### src/design/ikht_pkg.sv
// Shared types and constants for the ID-keyed handle table.
// Used by ikht_core and id_keyed_handle_table; depends on nothing.
package ikht_pkg;

  // Table geometry
  localparam int unsigned DEPTH        = 16;
  localparam int unsigned PAYLOAD_BITS = 16;
  localparam int unsigned IDX_W        = 4;                  // key_index / out_index
  localparam int unsigned CNT_W        = $clog2(DEPTH + 1);  // occupancy count
  localparam int unsigned SUM_W        = CNT_W + 1;          // index plus small offset
  localparam int unsigned ID_W         = 32;
  localparam int unsigned CFG_W        = 5;

  localparam logic [CFG_W-1:0] MAX_ENTRIES_RESET = CFG_W'(16);

  // Operation codes
  localparam logic [1:0] OP_ADD    = 2'd0;
  localparam logic [1:0] OP_REMOVE = 2'd1;
  localparam logic [1:0] OP_FIND   = 2'd2;

  // Status codes
  localparam logic [1:0] ST_OK      = 2'd0;
  localparam logic [1:0] ST_FULL    = 2'd1;
  localparam logic [1:0] ST_MISSING = 2'd2;

  typedef struct packed {
    logic [1:0]              op;
    logic [IDX_W-1:0]        key_index;
    logic [ID_W-1:0]         key_id;
    logic [PAYLOAD_BITS-1:0] new_payload;
  } in_item_t;

  typedef struct packed {
    logic [1:0]              status;
    logic [IDX_W-1:0]        out_index;
    logic [ID_W-1:0]         out_id;
    logic [PAYLOAD_BITS-1:0] out_payload;
  } out_item_t;

  // One table slot as held in the slot memory
  typedef struct packed {
    logic [ID_W-1:0]         id;
    logic [PAYLOAD_BITS-1:0] payload;
  } slot_t;

endpackage

### src/design/id_keyed_handle_table.sv
// ID-keyed handle table. An add answers without a slot read, a find or remove whose
// hint matches after one read; otherwise slots are read one per cycle from slot 0
// and a remove walks the later slots down one per cycle, all paced by the single read
// port of the slot memory. One item at a time: the next beat waits until the result
// has entered the output register and that register has room. Reset clears count
// and ID counter, sets max_entries to 16.
module id_keyed_handle_table (
  input  logic                           clk_i,
  input  logic                           rst_ni,
  input  logic                           in_valid_i,
  output logic                           in_stall_o,
  input  ikht_pkg::in_item_t             in_item_i,
  output logic                           out_valid_o,
  input  logic                           out_stall_i,
  output ikht_pkg::out_item_t            out_item_o,
  input  logic                           cfg_valid_i,
  output logic                           cfg_ready_o,
  input  logic [ikht_pkg::CFG_W-1:0]     cfg_data_i
);
  import ikht_pkg::*;

  logic [CFG_W-1:0] max_entries_q;
  logic [CNT_W-1:0] limit;
  logic             out_valid_q;
  out_item_t        out_q;
  logic             out_free;
  logic             res_valid;
  out_item_t        res;

  // Configuration register, always writable
  assign cfg_ready_o = 1'b1;

  always_ff @(posedge clk_i or negedge rst_ni) begin
    if (!rst_ni) begin
      max_entries_q <= MAX_ENTRIES_RESET;
    end else if (cfg_valid_i && cfg_ready_o) begin
      max_entries_q <= cfg_data_i;
    end
  end

  // Clamp the capacity limit to the table depth
  assign limit = (CNT_W'(max_entries_q) > CNT_W'(DEPTH)) ? CNT_W'(DEPTH)
                                                         : CNT_W'(max_entries_q);

  // Output register frees up when empty or when its beat is taken
  assign out_free = !out_valid_q || !out_stall_i;

  ikht_core u_core (
    .clk_i       (clk_i),
    .rst_ni      (rst_ni),
    .in_valid_i  (in_valid_i),
    .in_stall_o  (in_stall_o),
    .in_item_i   (in_item_i),
    .limit_i     (limit),
    .out_free_i  (out_free),
    .res_valid_o (res_valid),
    .res_o       (res)
  );

  // Hold the result until the consumer takes it
  always_ff @(posedge clk_i or negedge rst_ni) begin
    if (!rst_ni) begin
      out_valid_q <= 1'b0;
    end else if (res_valid) begin
      out_valid_q <= 1'b1;
    end else if (!out_stall_i) begin
      out_valid_q <= 1'b0;
    end
  end

  always_ff @(posedge clk_i) begin
    if (res_valid) begin
      out_q <= res;
    end
  end

  assign out_valid_o = out_valid_q;
  assign out_item_o  = out_q;

endmodule

### src/design/ikht_core.sv
// Sequencer, slot memory and shared ID comparator of the handle table.
// Depends on ikht_pkg; instantiated by id_keyed_handle_table.
module ikht_core (
  input  logic                    clk_i,
  input  logic                    rst_ni,
  input  logic                    in_valid_i,
  output logic                    in_stall_o,
  input  ikht_pkg::in_item_t      in_item_i,
  input  logic [ikht_pkg::CNT_W-1:0] limit_i,
  input  logic                    out_free_i,
  output logic                    res_valid_o,
  output ikht_pkg::out_item_t     res_o
);
  import ikht_pkg::*;

  typedef enum logic [3:0] {
    S_IDLE  = 4'b0001,
    S_HINT  = 4'b0010,
    S_SCAN  = 4'b0100,
    S_SHIFT = 4'b1000
  } state_e;

  state_e            state_q, state_d;
  logic [1:0]        op_q, op_d;
  logic [ID_W-1:0]   id_q, id_d;
  logic [CNT_W-1:0]  used_q, used_d;
  logic [ID_W-1:0]   next_id_q, next_id_d;
  logic [IDX_W-1:0]  scan_q, scan_d;
  logic [IDX_W-1:0]  at_q, at_d;
  logic              done_q, done_d;
  out_item_t         res_q, res_d;

  slot_t             slots_q [DEPTH];
  slot_t             rd_data_q;
  logic              mem_we;
  logic [IDX_W-1:0]  mem_wa;
  slot_t             mem_wd;
  logic              rd_en;
  logic [IDX_W-1:0]  rd_addr;

  logic              in_accept;
  logic              id_match;
  logic              hit;
  logic [IDX_W-1:0]  hit_idx;

  // Take a beat only when idle and the output register will have room
  assign in_stall_o  = !((state_q == S_IDLE) && !done_q && out_free_i);
  assign in_accept   = in_valid_i && !in_stall_o;
  assign id_match    = (rd_data_q.id == id_q);
  assign res_valid_o = done_q;
  assign res_o       = res_q;

  // Sequencer: hint check, linear search, compaction walk
  always_comb begin
    state_d   = state_q;
    op_d      = op_q;
    id_d      = id_q;
    used_d    = used_q;
    next_id_d = next_id_q;
    scan_d    = scan_q;
    at_d      = at_q;
    done_d    = 1'b0;
    res_d     = res_q;
    mem_we    = 1'b0;
    mem_wa    = '0;
    mem_wd    = '0;
    rd_en     = 1'b0;
    rd_addr   = '0;
    hit       = 1'b0;
    hit_idx   = '0;

    unique case (state_q)
      S_IDLE: begin
        if (in_accept) begin
          op_d  = in_item_i.op;
          id_d  = in_item_i.key_id;
          res_d = '0;
          case (in_item_i.op)
            OP_ADD: begin
              if (used_q >= limit_i) begin
                res_d.status = ST_FULL;
              end else begin
                mem_we          = 1'b1;
                mem_wa          = used_q[IDX_W-1:0];
                mem_wd.id       = next_id_q;
                mem_wd.payload  = in_item_i.new_payload;
                res_d.out_index = used_q[IDX_W-1:0];
                res_d.out_id    = next_id_q;
                next_id_d       = next_id_q + ID_W'(1);
                used_d          = used_q + CNT_W'(1);
              end
              done_d = 1'b1;
            end
            OP_REMOVE, OP_FIND: begin
              if (CNT_W'(in_item_i.key_index) < used_q) begin
                rd_en   = 1'b1;
                rd_addr = in_item_i.key_index;
                at_d    = in_item_i.key_index;
                state_d = S_HINT;
              end else if (used_q == '0) begin
                res_d.status = ST_MISSING;
                done_d       = 1'b1;
              end else begin
                rd_en   = 1'b1;
                rd_addr = '0;
                scan_d  = '0;
                state_d = S_SCAN;
              end
            end
            default: begin
              done_d = 1'b1;
            end
          endcase
        end
      end
      S_HINT: begin
        if (id_match) begin
          hit     = 1'b1;
          hit_idx = at_q;
        end else begin
          rd_en   = 1'b1;
          rd_addr = '0;
          scan_d  = '0;
          state_d = S_SCAN;
        end
      end
      S_SCAN: begin
        if (id_match) begin
          hit     = 1'b1;
          hit_idx = scan_q;
        end else if (SUM_W'(scan_q) + SUM_W'(1) >= SUM_W'(used_q)) begin
          res_d        = '0;
          res_d.status = ST_MISSING;
          done_d       = 1'b1;
          state_d      = S_IDLE;
        end else begin
          rd_en   = 1'b1;
          rd_addr = scan_q + IDX_W'(1);
          scan_d  = scan_q + IDX_W'(1);
        end
      end
      S_SHIFT: begin
        // Move the slot just read down by one
        mem_we = 1'b1;
        mem_wa = scan_q;
        mem_wd = rd_data_q;
        if (SUM_W'(scan_q) + SUM_W'(2) < SUM_W'(used_q)) begin
          rd_en   = 1'b1;
          rd_addr = IDX_W'(SUM_W'(scan_q) + SUM_W'(2));
          scan_d  = scan_q + IDX_W'(1);
        end else begin
          used_d          = used_q - CNT_W'(1);
          res_d           = '0;
          res_d.out_index = at_q;
          res_d.out_id    = id_q;
          done_d          = 1'b1;
          state_d         = S_IDLE;
        end
      end
      default: begin
        state_d = S_IDLE;
      end
    endcase

    // Matched slot: finish a find, or start compaction for a remove
    if (hit) begin
      res_d           = '0;
      res_d.out_index = hit_idx;
      res_d.out_id    = id_q;
      at_d            = hit_idx;
      if (op_q == OP_FIND) begin
        res_d.out_payload = rd_data_q.payload;
        done_d            = 1'b1;
        state_d           = S_IDLE;
      end else if (SUM_W'(hit_idx) + SUM_W'(1) < SUM_W'(used_q)) begin
        rd_en   = 1'b1;
        rd_addr = hit_idx + IDX_W'(1);
        scan_d  = hit_idx;
        state_d = S_SHIFT;
      end else begin
        used_d  = used_q - CNT_W'(1);
        done_d  = 1'b1;
        state_d = S_IDLE;
      end
    end
  end

  // Control state
  always_ff @(posedge clk_i or negedge rst_ni) begin
    if (!rst_ni) begin
      state_q   <= S_IDLE;
      used_q    <= '0;
      next_id_q <= '0;
      done_q    <= 1'b0;
    end else begin
      state_q   <= state_d;
      used_q    <= used_d;
      next_id_q <= next_id_d;
      done_q    <= done_d;
    end
  end

  // Working registers and result payload
  always_ff @(posedge clk_i) begin
    op_q   <= op_d;
    id_q   <= id_d;
    scan_q <= scan_d;
    at_q   <= at_d;
    res_q  <= res_d;
  end

  // Slot memory: one write port, one registered read port
  always_ff @(posedge clk_i) begin
    if (mem_we) begin
      slots_q[mem_wa] <= mem_wd;
    end
    if (rd_en) begin
      rd_data_q <= slots_q[rd_addr];
    end
  end

endmodule

### config.mk
export PLATFORM = sky130hd
export DESIGN_NAME = id_keyed_handle_table
export DESIGN_NICKNAME = d
export VERILOG_FILES = /design/src/design/ikht_pkg.sv /design/src/design/id_keyed_handle_table.sv /design/src/design/ikht_core.sv
export SDC_FILE = /design/constraint.sdc
export NUM_CORES = 1
export LEC_CHECK = 0
export BUFFER_PORTS_ARGS = -buffer_cell sky130_fd_sc_hd__buf_4
export CAP_MARGIN = 20
export CORE_ASPECT_RATIO = 0.75
export CORE_UTILIZATION = 60
export DETAILED_ROUTE_END_ITERATION = 10
export PLACE_DENSITY = 0.77
export SLEW_MARGIN = 20
export SYNTH_ARGS = -nofsm -noshare
export SYNTH_HDL_FRONTEND = slang
export SYNTH_SLANG_ARGS = --single-unit
### constraint.sdc
create_clock -name clk_i -period 10.07 [get_ports clk_i]
set_input_delay 1.5105 -clock clk_i [delete_from_list [all_inputs] [get_ports clk_i]]
set_output_delay 1.5105 -clock clk_i [all_outputs]
set_load 0.03 [all_outputs]
=== Yosys cells after proc, flatten, opt, wreduce, memory -nomap -nowiden ===
Memory sizes are Yosys's and may differ from the RTL's. A register that Yosys moved wholly into a read port is not among the register bits.
Index checks and enable logic that the tools add are counted.

* Word-level logic and storage cells: 182
* Memories: 1
* Memory bits (writable): 768
* Register bits after elaboration: 198
* Bits in latches: 0
* Output and inout bits: 57
* Input port bits: 64
* ROM bits: 0

* Reduce and logical (&&, ||, !) cells: 24
* Shift-type cells: 0
* Eq/ne operators: 20
* Bitwise operators: 1
* $add $sub $neg: 8
* Divide/modulo/power cells: 0
* $mul: 0
* Mux-type cells: 104
* $lt $le $gt $ge: 6

{| class="wikitable"
|+ Memory list
! name !! depth !! bits a word !! read ports !! clocked after Yosys merged registers in !! wr ports !! RTL line !! source
|-
| u_core.slots_q || 16 || 48 || 1 || 1 || 1 || ikht_core.sv:33 || <nowiki>slot_t slots_q [DEPTH];</nowiki>
|}

{| class="wikitable"
|+ Operator list
! cell !! count
|-
| 54-bit two-way mux || 4
|-
| 54-bit case mux with 3 select lines || 1
|-
| 4-bit two-way mux || 40
|-
| 48-bit two-way mux || 3
|-
| 48-bit case mux with 2 select lines || 1
|-
| 36-bit two-way mux || 2
|-
| 52-bit two-way mux || 1
|-
| 5-bit two-way mux || 8
|-
| 32-bit by 1-bit adder with 32-bit output (second input constant) || 1
|-
| 32-bit == test || 1
|-
| 4-bit case mux with 4 select lines || 2
|-
| 1-bit two-way mux || 31
|-
| 16-bit two-way mux || 1
|-
| 4-bit case mux with 2 select lines || 2
|-
| 6-bit by 5-bit less-than comparator with 1-bit output || 2
|-
| 4-bit case mux with 3 select lines || 1
|-
| 4-bit by 1-bit adder with 5-bit output (second input constant) || 2
|-
| 5-bit case mux with 2 select lines || 1
|-
| 5-bit AND reduction || 2
|-
| 4-bit by 1-bit adder with 4-bit output (second input constant) || 2
|-
| 4-bit AND reduction || 2
|-
| 2-bit nonzero test || 4
|-
| 7-bit AND reduction || 1
|-
| 6-bit by 5-bit >= comparator with 1-bit output || 1
|-
| other kinds (33) || 47
|}

=== Longest topological paths before layout ===
* Depth in word-level cells: 10
* Mapped depth: 23
* Gate-level depth less buffers: 19

=== By module ===
From an unflattened synthesis, not the netlist that was laid out.

* Cell total of the unflattened synthesis: 2311
* Area, all modules: 40238.6 um2

{| class="wikitable"
|+ By module, submodules not included
! module !! area each (um2) !! cells each !! instances !! seq. area each (um2)
|-
| ikht_core || 38358.0 || 2237 || 1 || 28378.5
|-
| id_keyed_handle_table || 1880.6 || 74 || 1 || 1773.0
|}

=== Least setup slack after synthesis ===
No wires, ideal clock.

* Kind: input-to-reg
* From: in out_stall_i
* To: mem u_core.slots_q[15][0] (netlist name) (enable)
* Required time: 9611 ps
* Data arrival time: 5520 ps
* Path buffers: 2
* Stages on the path: 9
* Library setup time: 459 ps
* Path slack: 4091 ps
* Path through: a21oi_1 -> and3_1 -> buf_2 -> nand2_1 -> inv_2 -> o211ai_2 -> clkbuf_1 -> o32ai_1 -> nor2b_1

* Longest elaborated chain between the ends: 8
* Elaborated cells between the ends (all ways): 10
* Classes of those cells: mux: 6; reduce/logical: 4

{| class="wikitable"
|+ Ends and longest elaborated chain
! item !! RTL line !! source
|-
| start: declaration || id_keyed_handle_table.sv:14 || <nowiki>input logic out_stall_i,</nowiki>
|-
| 1-bit logical NOT (*) || - ||
|-
| 1-bit logical OR (*) || id_keyed_handle_table.sv:46 || <nowiki>assign out_free = !out_valid_q || !out_stall_i;</nowiki>
|-
| 1-bit logical AND (*) || ikht_core.sv:47 || <nowiki>assign in_stall_o = !((state_q == S_IDLE) && !done_q && out_free_i);</nowiki>
|-
| 1-bit logical AND (*) || ikht_core.sv:48 || <nowiki>assign in_accept = in_valid_i && !in_stall_o;</nowiki>
|-
| 1-bit two-way mux || ikht_core.sv:74 || <nowiki>if (in_accept) begin</nowiki>
|-
| 1-bit case mux with 2 select lines || ikht_core.sv:72 || <nowiki>unique case (state_q)</nowiki>
|-
| 1-bit two-way mux || ikht_core.sv:214 || <nowiki>if (mem_we) begin</nowiki>
|-
| 1-bit two-way mux (implied by the code) || ikht_core.sv:215 || <nowiki>slots_q[mem_wa] <= mem_wd;</nowiki>
|-
| end: declaration || ikht_core.sv:33 ||
|}

Every way passes the cells marked *; elsewhere a longest branch is shown, timed or not.

=== Worst setup path after layout ===
* From: reg, netlist name u_core.rd_data_q[20]
* To: reg, netlist name u_core.rd_data_q[8]

* Longest elaborated chain between the ends: 8
* Elaborated cells between the ends (all ways): 20
* Classes of those cells: add/sub: 2; order compare: 1; eq/ne: 1; mux: 16

{| class="wikitable"
|+ Ends and longest elaborated chain
! item !! RTL line !! source
|-
| 32-bit == test (*) || ikht_core.sv:49 || <nowiki>assign id_match = (rd_data_q.id == id_q);</nowiki>
|-
| 4-bit two-way mux, on equally long branches || ikht_core.sv:128, ikht_core.sv:117 ||
|-
| 4-bit case mux with 2 select lines || ikht_core.sv:72 ||
|-
| 4-bit by 1-bit adder with 5-bit output || ikht_core.sv:175 || <nowiki>end else if (SUM_W'(hit_idx) + SUM_W'(1) < SUM_W'(used_q)) begin</nowiki>
|-
| 6-bit by 5-bit less-than comparator with 1-bit output || ikht_core.sv:175 ||
|-
| 4-bit two-way mux / 1-bit two-way mux (equally long branches) || ikht_core.sv:175 ||
|-
| 4-bit two-way mux / 1-bit two-way mux (equally long branches) || ikht_core.sv:171 || <nowiki>if (op_q == OP_FIND) begin</nowiki>
|-
| 4-bit two-way mux / 1-bit two-way mux (equally long branches) || ikht_core.sv:166 || <nowiki>if (hit) begin</nowiki>
|}

Marks and branches as above.
A chain may end at the register's enable or synchronous reset.

==> qor.yml <==
critical_path:
  crit_required_ns: 10.47
  crit-reg2reg-capture: "u_core.rd_data_q[8]"
  worstRegToRegCells: 21
  worstSetupEndpointType: "register"
  worstPathMaxFanout: 43
  path_class: "register to register"
  arrival_ns: 8.19
  r2r_start: "u_core.rd_data_q[20]"
  worstSetupStartpointType: "register"
  reg2reg_slack_ns: 2.28
clocking:
  insertion_delay_ns: 0.66
  numCtsBuffers: 90
  cts-root-buf: "clkbuf_16"
  postCtsSetupBuffers: 0
  cts_tree: "done"
  clock-sinks: 1014
  path_clk_slew_ns: 0.07
  ctsHoldBuffers: 0
  clockBufferDepth: 3
  htreeDepth: 3
  post_cts_resized: 0
grt:
  grt-ovfl-total: 0
  grt_first_pass_wirelength_mm: 143.5
  first_global_vias: 21856
  track_usage_pct: 29.48
  antenna_found_initial: 6
  grt_max_degree: 127
timing:
  finalMaxSlewViolations: 0
  period_share_pct: 77.38
  rsz0062_at_grt: "no"
  layout_setup_ws_ns: 2.278
  hold_ws_ns: 0.4027
  finalSetupTns_ns: 0
  worstMarginPinSlew_ns: 1.093
  finalCriticalPeriod_ns: 7.792
  slew_headroom_pct: 26.97
  setup_viol: 0
  skew_ns: 0.02583
  finalHoldViolCount: 0
  fmaxAchievable_mhz: 128.3
power_and_ir_drop:
  clkPwrFrac_pct: 34.8
  peakVddDrop_mv: 0.1702
  swShare_pct: 26.38
  power_density_nw_per_um2: 228.6
  leakagePower_nw: 14.14
  combPwrFrac_pct: 15.1
  p_sw_w: 0.002711
  power_w: 0.01028
  power_frac_seq_pct: 50.2
  intPower_w: 0.007566
synth:
  synth-compound-area-share_pct: 6.276
  synthFlopType: "edfxtp_1"
  synthMuxAreaShare_pct: 9.732
  synth_edf_count: 960
  seq_area_frac_synth_pct: 75.24
  synthAdderAreaFrac_pct: 1.030
  yosys_warnings: 0
  synth-xor-area-share_pct: 1.596
  synthesis.instances: 2304
  yosys.area_share.simple_pct: 4.018
  syn_nets: 2401
  syn_area_per_cell_um2: 17.39
  synth_top_family_by_area: "multiplexers"
  async_flop_share_pct: 4.734
  ys_ff_latch: 1014
  synth_cell_types: 66
  synth.cell_area_um2: 40070
finish:
  nets: 2533
  areaGrowthSynthToFinish_pct: 12.20
  layout_commonest_cell: "edfxtp_1"
  multi_input_area_um2: 9293
  final_cell_mix: "edfxtp_1, mux2i_1, o22ai_1"
  drive_above_1_share_pct: 14.04
  ff_latch_area_um2: 30150
  fill_cells: 4115
min_path:
  hp-start: "u_core.res_o[24]"
  hold_end: "out_item_o[24]"
  hold_path.class: "register to register"
  hold_depth: 0
die:
  die_w_um: 300.4
  dieArea_um2: 67840
  coreArea_um2: 65570
  die_h_um: 225.8
  start_util_pct: 61.11
  rows: 81
  num_io_pins: 121
place:
  gp_congestion: 0.9526
  dp_hpwl_mm: 52.35
  pre_cts_ws_ns: 2.427
  io_buffers: 119
status:
  status: "complete, no violations"
detailed_routing:
  vias_per_cell: 6.658
  wl_per_cell_um: 29.44
  drc: 0
  antenna_left: 0
  maxUsedRoutingLayer: "met5"
  wl_met2_mm: 44.84
  vias: 22505
  met1_length_mm: 40.00
  wl_met3_mm: 12.44
  routed_wl_mm: 99.49
  first_pass_iters: 5
  drtIter0Drc: 2997
flow_run:
  cap_violations: 0
[power by group through the flow]
stage / clock network, W / logic, W / registers (W)
after floorplan: 0 / 0.000913 / 0.00529
after global placement: 0 / 0.00150 / 0.00522
after detailed placement: 0 / 0.00152 / 0.00524
after CTS: 0.00361 / 0.00152 / 0.00515
after global routing: 0.00376 / 0.00164 / 0.00517
final: 0.00357 / 0.00155 / 0.00515
[flip-flops by register name (all words and copies together), names as in the netlist, 2 cells and up]
name              cells
u_core.op_q           2
u_core.rd_data_q     48
u_core.res_o         54
u_core.slots_q      768
u_core.next_id_q     32
out_item_o           54
u_core.at_q           4
u_core.id_q          32
u_core.used_q         5
max_entries_q         5
u_core.state_q        4
u_core.scan_q         4
[worst max-delay path by stage]
| stage | start | to | slack [ns] |
|---|---|---|---|
| after global routing | u_core.rd_data_q[20] | u_core.rd_data_q[8] | 1.72 |
| after global placement | u_core.rd_data_q[20] | u_core.rd_data_q[10] | 2.61 |
| final | u_core.rd_data_q[20] | u_core.rd_data_q[8] | 2.28 |
| after CTS | u_core.rd_data_q[20] | u_core.rd_data_q[8] | 2.42 |
| after floorplan | out_stall_i | u_core.slots_q[15][0] | 4.09 |
| after detailed placement | u_core.rd_data_q[20] | u_core.rd_data_q[8] | 2.43 |
[Yosys cell counts (13+ instances only)]
| library cell | number | area, um^2 |
|---|---|---|
| nor3_1 | 14 | 70.07 |
| xnor2_1 | 25 | 219.0 |
| mux2i_1 | 384 | 3844 |
| o22ai_1 | 194 | 1214 |
| nand2_1 | 63 | 236.5 |
| buf_6 | 26 | 292.8 |
| xor2_1 | 48 | 420.4 |
| nor2_1 | 40 | 150.1 |
| nand3_1 | 19 | 95.09 |
| buf_4 | 13 | 97.59 |
| nor2b_1 | 13 | 81.33 |
| buf_2 | 41 | 205.2 |
| edfxtp_1 | 960 | 28830 |
| clkbuf_1 | 35 | 131.4 |
| a22o_1 | 79 | 691.9 |
| inv_1 | 23 | 86.33 |
| o21ai_0 | 26 | 130.1 |
| a21oi_1 | 18 | 90.09 |
| dfrtp_1 | 46 | 1151 |
| and3_1 | 27 | 168.9 |
| or4_1 | 49 | 367.9 |
| ha_1 | 33 | 412.9 |
[per-stage QoR]
step / instances / util (%) / cell area (um^2)
floorplan: 2304 / - / 40070
global placement: 3214 / 63.82 / 41850
detailed placement: 3214 / 63.82 / 41850
CTS: 3378 / 68.51 / 44930
global route: 3380 / 68.57 / 44960
finish: 3380 / 68.57 / 44960
[area by class of cell]
cell class,instances,share of cell area [%]
timing repair buffer,161,2.789
sequential,1014,67.07
tap,871,2.424
clock buffer,110,5.385
inverter,24,0.2032
antenna,1,0.005566
clock inverter,54,1.458
multi-input combinational,1145,20.67
[cell families (layout without fill, tap and decap cells)]
group / count (synthesis) / count (layout)
AOI/OAI and AO/OA: 365 / 365
xor gates and xnor gates: 73 / 73
adders and majority gates: 33 / 33
buffers and inverters: 145 / 349
DFF: 1014 / 1014
muxes: 389 / 389
other: 1 / 2
and+or+nand+nor: 284 / 284
[worst max-delay path, stage by stage (launching register included)]
cell      delay (ns)
edfxtp_1        0.42
xor2_1          0.18
nor4_1          0.56
nand4_1         0.30
nor2_1          0.74
nand2_1         0.26
inv_1           0.12
ha_1            0.22
inv_1           0.06
nor3_1          0.22
ha_1            0.28
nand3_1         0.12
o21bai_1        0.15
o211ai_1        0.20
nor3_2          0.61
a31oi_1         0.17
a31oi_4         0.53
buf_4           0.69
buf_4           0.68
mux2i_1         0.28
o22ai_1         0.12
or4_1           0.56
[metal layers]
layer	track usage, %	vias up
met1	43.61	11414
met4	7.916	4
li1	-	9470
met3	6.830	175
met2	44.37	1442
met5	0	-
Power figures use the tool's default switching activity.
